**src/rtl/core/hbq_ram.sv**
```systemverilog
// Generic simple dual-port RAM: one write port, one read port with
// registered read data. No dependencies.
`timescale 1ns / 1ps
`default_nettype none

module hbq_ram #(
   parameter int WIDTH = 8,
   parameter int DEPTH = 16
) (
   input  wire logic                     clock,
   input  wire logic                     wr_en,
   input  wire logic [$clog2(DEPTH)-1:0] wr_addr,
   input  wire logic [WIDTH-1:0]         wr_data,
   input  wire logic [$clog2(DEPTH)-1:0] rd_addr,
   output logic      [WIDTH-1:0]         rd_data
);

   logic [WIDTH-1:0] mem_ff [DEPTH];
   logic [WIDTH-1:0] rd_data_ff;

   always_ff @(posedge clock) begin
      if (wr_en) begin
         mem_ff[wr_addr] <= wr_data;
      end
      rd_data_ff <= mem_ff[rd_addr];
   end

   assign rd_data = rd_data_ff;

endmodule

`default_nettype wire

```
**config.mk**
```make
export PLATFORM = sky130hd
export DESIGN_NAME = hbq_ram
export DESIGN_NICKNAME = d
export VERILOG_FILES = /design/src/rtl/core/hbq_ram.sv
export SDC_FILE = /design/constraint.sdc
export NUM_CORES = 1
export LEC_CHECK = 0
export BUFFER_PORTS_ARGS = -buffer_cell sky130_fd_sc_hd__buf_2
export CAP_MARGIN = 20
export CORE_MARGIN = 8
export CORE_UTILIZATION = 48
export DETAILED_ROUTE_END_ITERATION = 10
export GPL_TIMING_DRIVEN = 1
export PLACE_DENSITY = 0.67
export SLEW_MARGIN = 20
export SYNTH_ARGS = -nofsm -noshare
export SYNTH_HDL_FRONTEND = slang
export SYNTH_SLANG_ARGS = --single-unit
```
**constraint.sdc**
```tcl
create_clock -name clock -period 2.1 [get_ports clock]
set_clock_uncertainty 0.2 [all_clocks]
set_input_delay 0.42 -clock clock [delete_from_list [all_inputs] [get_ports clock]]
set_output_delay 0.42 -clock clock [all_outputs]
set_load 0.02 [all_outputs]
```
==> flow_summary.json <==
{
  "critical_path.max_fanout": 1,
  "setup_violations": 0,
  "final_nets": 307,
  "timing.rr.end": "rd_data[7]$_DFF_P_",
  "postCtsSetupBuffers": 0,
  "placementRows": 38,
  "antenna_found_initial": 0,
  "routed_via_density": 5.52,
  "layout_common_cells": "edfxtp_1 (128), buf_2 (25), buf_4 (24)",
  "worst_pin_slew_ps": 422,
  "p_total_mw": 6.42,
  "final_cells": 442,
  "irDropWorstVdd_uv": 525,
  "clockBufferDepth": 2,
  "mostFrequentLayoutCell": "edfxtp_1",
  "synth.mux.area_fraction_pct": 15.0,
  "cts_buffers": 17,
  "syn_inst": 229,
  "dieHeight_um": 120,
  "wl_um": 9610,
  "critPathMaxStageDelay_ps": 350,
  "cts_resized": 0,
  "rsz0062_at_grt": "no",
  "critical-path-top-delay-family": "flip-flops",
  "hold_start": "wr_data[5]",
  "avgRoutedWirePerCell_um": 21.7,
  "die_w_um": 120,
  "hp-class": "in2reg",
  "tritoncts": "done",
  "required_ps": 1480,
  "syn_to_final_growth_pct": 20.6,
  "diodes": 0,
  "drive_gt1_share_pct": 33.4,
  "synth_fp_nets": 247,
  "dp_hpwl_um": 6160,
  "cp_slowest_cell": "dfxtp_1",
  "ys_seq_area_share_pct": 77.8,
  "worstSetupPathType": "reg2out",
  "cts_hold_buffers": 0,
  "clock-sinks": 136,
  "fillers": 780,
  "synth_compound_area_share_pct": 2.33,
  "final.min_clock_period_ps": 1670,
  "ys_seq_elements": 136,
  "port_buffers": 25,
  "r2r_setup_slack_ps": 570,
  "dp_cells": 410,
  "grt_pass1_vias": 2586,
  "gp_congestion": 0.751,
  "yosys.area_share.simple_pct": 3.18,
  "vias": 2439,
  "syn_avg_cell_area_um2": 22.5,
  "first_pass_iters": 4,
  "clock_latency_ps": 520,
  "max_freq_mhz": 599,
  "grt_pass1_wl_um": 15100,
  "hold_viol": 0,
  "drtIter0Drc": 190,
  "track_usage_pct": 14.7,
  "slew_violations": 0,
  "critical_path.cell_chain": "buf_2",
  "r2r_start": "mem_ff[3][7]$_DFFE_PP_",
  "critPathLaunchType": "flip-flop",
  "p_leak_nw": 2.14,
  "cts_root_buffer": "clkbuf_8",
  "grt_max_degree": 28,
  "syn_area_mm2": 0.00515,
  "relSlewSlack_pct": 71.9,
  "reg2reg_depth": 3,
  "start_util_pct": 48.3,
  "synth_top_family_by_area": "multiplexers",
  "boundaryPins": 26,
  "holdPathEnd": "mem_ff[5][5]$_DFFE_PP_",
  "ys_types": 19,
  "synth_xor_area_share_pct": 0,
  "path_buf_inv": 1,
  "cap_violations": 0,
  "whs_path_depth": 1,
  "min_period_over_period_pct": 79.5,
  "overflow": 0,
  "synthAdderAreaFrac_pct": 0,
  "fin_setup_tns_ps": 0,
  "outcome": "finished, final reports clean",
  "htree_levels": 4,
  "clk_pin_slew_ps": 60,
  "hold_slack_ps": 82.9,
  "cp.arrival_ps": 1050,
  "yosysWarnings": 0,
  "drc_errors": 0,
  "end_kind": "primary output",
  "powerDensity_mw_per_mm2": 1030,
  "dieArea_mm2": 0.0143,
  "coreArea_mm2": 0.0107,
  "ant_nets": 0
}
==> registers in the layout (all words and copies together), names as in the netlist <==
| name | count |
|---|---|
| mem_ff | 128 |
| rd_data | 8 |
==> metrics by stage <==
step	util, %	instance area [µm²]	worst slack (ps)
after floorplan	-	5150	214
after global placement	52.5	5590	31.2
after detailed placement	52.5	5590	23.3
after CTS	58.3	6210	372
after global routing	58.3	6210	375
final	58.3	6210	431
==> power breakdown <==
part	switching [mW]	total [mW]	leakage [nW]	internal, mW
Sequential	0.0171	3.05	1.22	3.04
Combinational	0.173	0.300	0.618	0.127
Clock	1.04	3.07	0.294	2.03
==> worst reg2reg max path: stages, from the launching register on <==
cell and delay, ps:
edfxtp_1 370, mux4_2 480, a22oi_1 270, nand2_1 90
==> cells by family (layout without fill, tap and decap cells) <==
family,Yosys count,after routing
DFF,136,136
AOI/OAI and AO/OA,16,16
buffers and inverters,10,83
and+or+nand+nor,35,35
muxes,32,32
==> Yosys cell counts, drive strengths merged <==
| library cell | number | area share (%) |
|---|---|---|
| mux4 | 32 | 15 |
| edfxtp | 128 | 75 |
| nor2 | 13 | 0.95 |
| buf | 7 | 1.1 |
| nand2b | 2 | 0.24 |
| nand3 | 1 | 0.097 |
| and2b | 1 | 0.15 |
| dfxtp | 8 | 3.1 |
| nor2b | 1 | 0.12 |
| a22oi | 16 | 2.3 |
| nand3b | 2 | 0.29 |
| nand2 | 9 | 0.66 |
| or3b | 1 | 0.17 |
| and2 | 1 | 0.12 |
| clkdlybuf4s25 | 3 | 0.58 |
| nor3 | 4 | 0.39 |
==> per-layer routing <==
metal / vias up / wire, µm / GRT usage (%)
li1: 1094 / - / -
met1: 1252 / 4070 / 18.7
met2: 79 / 4720 / 22.8
met3: 14 / 669 / 4.93
met4: 0 / 141 / 6.09
met5: - / 0 / 0
==> worst max path at each step <==
stage,start,to,cells past startpoint
global route,rd_data[2]$_DFF_P_,rd_data[2],1
CTS,rd_data[2]$_DFF_P_,rd_data[2],1
finish,rd_data[2]$_DFF_P_,rd_data[2],1
global placement,rd_addr[0],rd_data[3]$_DFF_P_,5
floorplan,wr_addr[2],mem_ff[3][0]$_DFFE_PP_,2
detailed placement,rd_addr[0],rd_data[3]$_DFF_P_,5
==> layout make-up <==
class                           count  area [µm²]  area share (%)
Clock buffer                       17         414            6.67
Clock inverter                     15         208            3.35
Multi-Input combinational cell     83        1060            17.1
Sequential cell                   136        4000            64.5
Tap cell                          140         175            2.82
Timing Repair Buffer               51         345            5.56
Note: power is estimated with default switching activity, not from simulation.
