File: src/rtl/core/hbq_pkg.sv
// Package for the binary min-heap queue: transaction payload types,
// action and status codes, and the signed key compare.
// No dependencies.
`timescale 1ns / 1ps
`default_nettype none

package hbq_pkg;

   localparam int KEY_W = 32;
   localparam int TAG_W = 10;
   localparam int OCC_W = 11;

   localparam logic ACT_INSERT = 1'b0;
   localparam logic ACT_REMOVE = 1'b1;

   localparam logic [1:0] ST_DONE  = 2'd0;
   localparam logic [1:0] ST_FULL  = 2'd1;
   localparam logic [1:0] ST_EMPTY = 2'd2;

   typedef struct packed {
      logic                    action;
      logic signed [KEY_W-1:0] item_key;
      logic [TAG_W-1:0]        item_tag;
   } req_type;

   typedef struct packed {
      logic [1:0]              status;
      logic [TAG_W-1:0]        removed_tag;
      logic signed [KEY_W-1:0] removed_key;
      logic [OCC_W-1:0]        occupancy;
   } rsp_type;

   typedef struct packed {
      logic signed [KEY_W-1:0] key;
      logic [TAG_W-1:0]        tag;
   } entry_type;

   localparam int ENTRY_W = $bits(entry_type);

   function automatic logic key_less(input logic [KEY_W-1:0] a, input logic [KEY_W-1:0] b);
      return $signed(a) < $signed(b);
   endfunction

endpackage

`default_nettype wire

File: src/rtl/core/hbq_ctrl.sv
// Heap sequencer: walks sift-up and sift-down over the entry RAM, one
// level per read/compare/write round, and builds the response.
// Depends on hbq_pkg.
`timescale 1ns / 1ps
`default_nettype none

module hbq_ctrl #(
   parameter int CAPACITY = 1024
) (
   input  wire logic                        clock,
   input  wire logic                        reset,
   input  wire logic                        start,
   input  wire hbq_pkg::req_type            req,
   output logic                             idle,
   output logic                             res_valid,
   input  wire logic                        res_ready,
   output hbq_pkg::rsp_type                 res,
   output logic                             mem_we,
   output logic      [$clog2(CAPACITY)-1:0] mem_waddr,
   output hbq_pkg::entry_type               mem_wdata,
   output logic      [$clog2(CAPACITY)-1:0] mem_raddr,
   input  wire hbq_pkg::entry_type          mem_rdata
);

   import hbq_pkg::*;

   localparam int AW = $clog2(CAPACITY);
   localparam int CW = $clog2(CAPACITY + 1);
   localparam int SW = CW + 1;  // room for twice a slot number
   localparam logic [CW-1:0] FULL_COUNT = CW'(CAPACITY);

   typedef enum logic [8:0] {
      S_IDLE    = 9'b000000001,
      S_UP_CMP  = 9'b000000010,
      S_DN_ROOT = 9'b000000100,
      S_DN_LAST = 9'b000001000,
      S_DN_L    = 9'b000010000,
      S_DN_R    = 9'b000100000,
      S_FIN     = 9'b001000000,
      S_DONE    = 9'b010000000,
      S_SPARE   = 9'b100000000
   } state_type;

   state_type       state_ff, state_in;
   logic [CW-1:0]   count_ff, count_in;
   logic [SW-1:0]   pos_ff, pos_in;
   logic [SW-1:0]   child_ff, child_in;
   entry_type       item_ff, item_in;
   entry_type       left_ff, left_in;
   rsp_type         res_ff, res_in;

   logic [SW-1:0]   n_slots;
   entry_type       chosen;
   logic [SW-1:0]   chosen_slot;
   logic [SW-1:0]   next_child;

   // slot numbers run from 1; RAM addresses from 0
   function automatic logic [AW-1:0] to_addr(input logic [SW-1:0] slot);
      logic [SW-1:0] tmp;
      tmp = slot - SW'(1);
      return tmp[AW-1:0];
   endfunction

   assign n_slots = SW'(count_ff);

   always_comb begin
      if (key_less(mem_rdata.key, left_ff.key)) begin
         chosen      = mem_rdata;
         chosen_slot = child_ff + SW'(1);
      end else begin
         chosen      = left_ff;
         chosen_slot = child_ff;
      end
      next_child = chosen_slot << 1;
   end

   always_comb begin
      state_in  = state_ff;
      count_in  = count_ff;
      pos_in    = pos_ff;
      child_in  = child_ff;
      item_in   = item_ff;
      left_in   = left_ff;
      res_in    = res_ff;
      mem_we    = 1'b0;
      mem_waddr = to_addr(pos_ff);
      mem_wdata = item_ff;
      mem_raddr = to_addr(SW'(1));

      unique case (state_ff)
         S_IDLE: begin
            if (start) begin
               res_in.removed_tag = '0;
               res_in.removed_key = '0;
               res_in.occupancy   = '0;
               if (req.action == ACT_INSERT) begin
                  if (count_ff == FULL_COUNT) begin
                     res_in.status = ST_FULL;
                     state_in      = S_DONE;
                  end else begin
                     res_in.status = ST_DONE;
                     item_in.key   = req.item_key;
                     item_in.tag   = req.item_tag;
                     count_in      = count_ff + CW'(1);
                     pos_in        = n_slots + SW'(1);
                     mem_raddr     = to_addr((n_slots + SW'(1)) >> 1);
                     state_in      = (count_ff == '0) ? S_FIN : S_UP_CMP;
                  end
               end else begin
                  if (count_ff == '0) begin
                     res_in.status = ST_EMPTY;
                     state_in      = S_DONE;
                  end else begin
                     res_in.status = ST_DONE;
                     count_in      = count_ff - CW'(1);
                     mem_raddr     = to_addr(SW'(1));
                     state_in      = S_DN_ROOT;
                  end
               end
            end
         end

         S_UP_CMP: begin
            if (key_less(item_ff.key, mem_rdata.key)) begin
               // parent moves down into the hole
               mem_we    = 1'b1;
               mem_wdata = mem_rdata;
               pos_in    = pos_ff >> 1;
               mem_raddr = to_addr(pos_ff >> 2);
               if ((pos_ff >> 1) == SW'(1)) begin
                  state_in = S_FIN;
               end
            end else begin
               mem_we   = 1'b1;
               state_in = S_DONE;
            end
         end

         S_DN_ROOT: begin
            res_in.removed_key = mem_rdata.key;
            res_in.removed_tag = mem_rdata.tag;
            mem_raddr          = to_addr(n_slots + SW'(1));
            state_in           = S_DN_LAST;
         end

         S_DN_LAST: begin
            item_in = mem_rdata;
            pos_in  = SW'(1);
            if (count_ff == '0) begin
               state_in = S_DONE;
            end else if (count_ff == CW'(1)) begin
               mem_we    = 1'b1;
               mem_waddr = to_addr(SW'(1));
               mem_wdata = mem_rdata;
               state_in  = S_DONE;
            end else begin
               child_in  = SW'(2);
               mem_raddr = to_addr(SW'(2));
               state_in  = S_DN_L;
            end
         end

         S_DN_L: begin
            left_in = mem_rdata;
            if (child_ff < n_slots) begin
               mem_raddr = to_addr(child_ff + SW'(1));
               state_in  = S_DN_R;
            end else if (key_less(mem_rdata.key, item_ff.key)) begin
               // lone left child moves up; the last level is reached
               mem_we    = 1'b1;
               mem_wdata = mem_rdata;
               pos_in    = child_ff;
               state_in  = S_FIN;
            end else begin
               mem_we   = 1'b1;
               state_in = S_DONE;
            end
         end

         S_DN_R: begin
            if (key_less(chosen.key, item_ff.key)) begin
               mem_we    = 1'b1;
               mem_wdata = chosen;
               pos_in    = chosen_slot;
               if (next_child <= n_slots) begin
                  child_in  = next_child;
                  mem_raddr = to_addr(next_child);
                  state_in  = S_DN_L;
               end else begin
                  state_in = S_FIN;
               end
            end else begin
               mem_we   = 1'b1;
               state_in = S_DONE;
            end
         end

         S_FIN: begin
            mem_we   = 1'b1;
            state_in = S_DONE;
         end

         S_DONE: begin
            if (res_ready) begin
               state_in = S_IDLE;
            end
         end

         default: begin
            state_in = S_IDLE;
         end
      endcase
   end

   always_ff @(posedge clock) begin
      if (reset) begin
         state_ff <= S_IDLE;
         count_ff <= '0;
      end else begin
         state_ff <= state_in;
         count_ff <= count_in;
      end
      pos_ff   <= pos_in;
      child_ff <= child_in;
      item_ff  <= item_in;
      left_ff  <= left_in;
      res_ff   <= res_in;
   end

   assign idle      = (state_ff == S_IDLE);
   assign res_valid = (state_ff == S_DONE);

   always_comb begin
      res           = res_ff;
      res.occupancy = OCC_W'(count_ff);
   end

endmodule

`default_nettype wire

File: config.mk
export PLATFORM = sky130hd
export DESIGN_NAME = hbq_ctrl
export DESIGN_NICKNAME = d
export VERILOG_FILES = /design/src/rtl/core/hbq_pkg.sv /design/src/rtl/core/hbq_ctrl.sv
export SDC_FILE = /design/constraint.sdc
export NUM_CORES = 1
export LEC_CHECK = 0
export BUFFER_PORTS_ARGS = -buffer_cell sky130_fd_sc_hd__buf_4
export CORE_UTILIZATION = 39
export CTS_CLUSTER_DIAMETER = 200
export DETAILED_ROUTE_END_ITERATION = 7
export GPL_TIMING_DRIVEN = 0
export PLACE_DENSITY = 0.59
export SLEW_MARGIN = 20
export SYNTH_ARGS = -nofsm -noshare
export SYNTH_HDL_FRONTEND = slang
export SYNTH_SLANG_ARGS = --single-unit
File: constraint.sdc
create_clock -name clock -period 9 [get_ports clock]
set_clock_uncertainty 0.15 [all_clocks]
set_input_delay 1.8 -clock clock [delete_from_list [all_inputs] [get_ports clock]]
set_output_delay 1.8 -clock clock [all_outputs]
set_load 0.05 [all_outputs]
==> results.cfg <==
[run_status]
status = finished with violations
violations = DRC

[critical_path]
cp_data_required_time_ns = 7.05
crit_path_end_kind = output pin
r2r_end = pos_ff[6]
reg2reg_slack_ns = 2.85
start_kind = input port
worstPathMaxFanout = 10
cp-endpoint = mem_wdata[14]
crit_type = in2out
worstPathArrival_ns = 6.98
critPathLaunch = mem_rdata[24]
timing.rr.start = left_ff[21]
worst_r2r_path_depth = 22

[routing]
ant_nets = 0
routedWlPerCell_um = 21.2
drt-pass1-iter-count = 8
via_per_inst = 5.75
drt-total-wl_mm = 39.3
drc = 34
first_iter_violations = 937
vias = 10700

[synthesis]
synth_top_area_share_pct = 36.9
synth_seq_cells = 170
synth_commonest_cells = edfxtp_1 (151), ha_1 (122), inv_1 (104)
synth.yosys.seq_area_share_pct = 40.0
synth.most_common_cell = edfxtp_1
yosysTopAreaCell = edfxtp_1
yosysWarningCount = 0
avgSynthCellArea_um2 = 10.2
syn_area_um2 = 12300
async_flop_share_pct = 0
synth_edf_count = 151
synthTopCellsByArea = edfxtp_1 (37%), ha_1 (12%), mux2_2 (6.6%)
netlist_instances = 1202
yosysUniqueCellTypes = 76
ys.flop_type = edfxtp_1
syn_nets = 1413

[global_route]
grt_pass1_wl_mm = 59.7
antenna_found_initial = 0
grt_pass1_vias = 10300
grt_max_degree = 43
track_usage_pct = 24.0
overflow = 0

[final_layout]
nNetsFinal = 1659
fin_util_pct = 50.6
layout.cell_area.non_filler_um2 = 15600
finalNonFillerCells = 1857
diodes = 0
area_growth_pct = 26.9
drive_gt1_share_pct = 28.5

[clock_tree]
numCtsBuffers = 17
cts_sinks = 170
clockBufferDepth = 2
clock_latency_ns = 0.46
htree_levels = 4
cts_root_buf = clkbuf_16
tritoncts = built
clk_pin_slew_ns = 0.07

[place]
placed_area_um2 = 14400
dp.cells = 1808
dp_hpwl_mm = 29.1
port_buffers = 207
place.gp.congestion = 0.923

[min_path]
hold_path_class = reg2reg
min_from = count_ff[7]

[floorplanning]
die_h_um = 179
io_pins = 209
coreArea_um2 = 30800
start_util_pct = 39.8
std_cell_rows = 64
fp.dieW_um = 179
die_area_um2 = 32200

[timing]
layout_min_cycle_time_ns = 8.93
fmax_mhz = 112
final_max_slew_viol_count = 0
setup_viol = 0
finalHoldViolCount = 0
hold_ws_ns = 0.404
worstMarginPinSlew_ns = 1.06
timing.final.crit_share_pct = 99.2
slew_headroom_pct = 28.7

[power_and_ir_drop]
p_leak_nw = 6.34
ir_worst_vdd_v = 0.000227
powerDensity_nw_per_um2 = 282

[run]
drv_cap = 0
power breakdown:
group          total, mW  switching, mW  internal, mW
sequential          1.16         0.0946          1.07
clock              0.788          0.345         0.443
combinational       2.44           1.65         0.792
sequential cells by signal, indices dropped and copies added (netlist names):
register / cells
pos_ff: 12
count_ff: 11
left_ff: 42
state_ff: 8
item_ff: 42
child_ff: 11
res: 44
cell families (layout without fill, tap and decap cells):
group / after synthesis / after routing / synth area share (%)
AOI/OAI and AO/OA: 288 / 288 / 16.4
muxes: 83 / 83 / 7.50
adders and majority gates: 122 / 122 / 12.4
xor gates and xnor gates: 55 / 55 / 3.92
DFF: 170 / 170 / 40.0
buffers and inverters: 160 / 419 / 5.77
and+or+nand+nor: 324 / 324 / 14.0
cell type report:
cell class / instances / area (um2)
multi-input cells: 872 / 7000
repair buffers: 227 / 1790
inverters: 107 / 402
fillers: 2829 / 15200
well taps: 396 / 495
flip-flops and latches: 170 / 4910
plain buffers: 53 / 374
clock buffers: 17 / 425
clock inverters: 15 / 188
worst min-delay path by stage:
stage                             end  cells past startpoint
final                     count_ff[7]                      2
after CTS                 count_ff[7]                      2
after floorplan            pos_ff[11]                      2
after global placement    count_ff[8]                      2
after global routing      count_ff[7]                      2
after detailed placement  count_ff[8]                      2
stage by stage:
| step | setup WS [ns] | total power, mW | setup TNS, ns |
|---|---|---|---|
| after floorplan | 0.0905 | 2.82 | 0 |
| after global placement | -1.59 | 3.51 | -35.17 |
| after detailed placement | -0.547 | 3.53 | -18.41 |
| after CTS | 0.0107 | 4.34 | 0 |
| after global routing | -0.0187 | 4.62 | -0.121 |
| final | 0.0691 | 4.39 | 0 |
critical path, stage by stage:
cell and delay [ns]:
buf_4 0.14, ha_1 0.30, nand4_1 0.16, or3_1 0.36
a221oi_2 0.25, o311a_1 0.30, nor3_1 0.06, o21ba_4 0.30
buf_8 0.15, mux2_2 0.35, ha_1 0.29, a21o_1 0.16
a21o_1 0.18, a21oi_1 0.20, o2111ai_2 0.16, a2111o_1 0.46
nor2_4 0.19, o21ai_4 0.09, a221oi_4 0.39, buf_6 0.20
buf_12 0.15, o21ai_1 0.12, buf_6 0.19
metal layers:
layer / part of all wire [%] / GRT usage (%) / vias to the layer above
li1: - / - / 5037
met1: 44 / 31.9 / 5174
met2: 47 / 39.3 / 404
met3: 6.1 / 3.53 / 60
met4: 2.6 / 9.55 / 0
met5: 0 / 0 / -
what timing repair did:
action	CTS	global route
cloned	0	2
endpoints found under the setup margin	51	51
hold buffers	0	0
gates resized for setup	19	57
buffers inserted	4	11
pin swaps	5	11
layout by cell type, fill, tap and decap left out, drive strengths merged, types with 14 or more instances in the layout:
| cell type | n |
|---|---|
| buf | 254 |
| edfxtp | 151 |
| ha | 122 |
| inv | 112 |
| o21ai | 87 |
| nand2 | 76 |
| mux2 | 72 |
| a21oi | 58 |
| nor2 | 56 |
| and2 | 56 |
| clkbuf | 42 |
| xnor2 | 34 |
| a32oi | 31 |
| nand3 | 28 |
| nand4 | 24 |
| nor3 | 24 |
| xor2 | 21 |
| dfxtp | 19 |
| a21o | 14 |
| nor4 | 14 |
| o221ai | 14 |
Note: power is estimated with default switching activity, not from simulation.
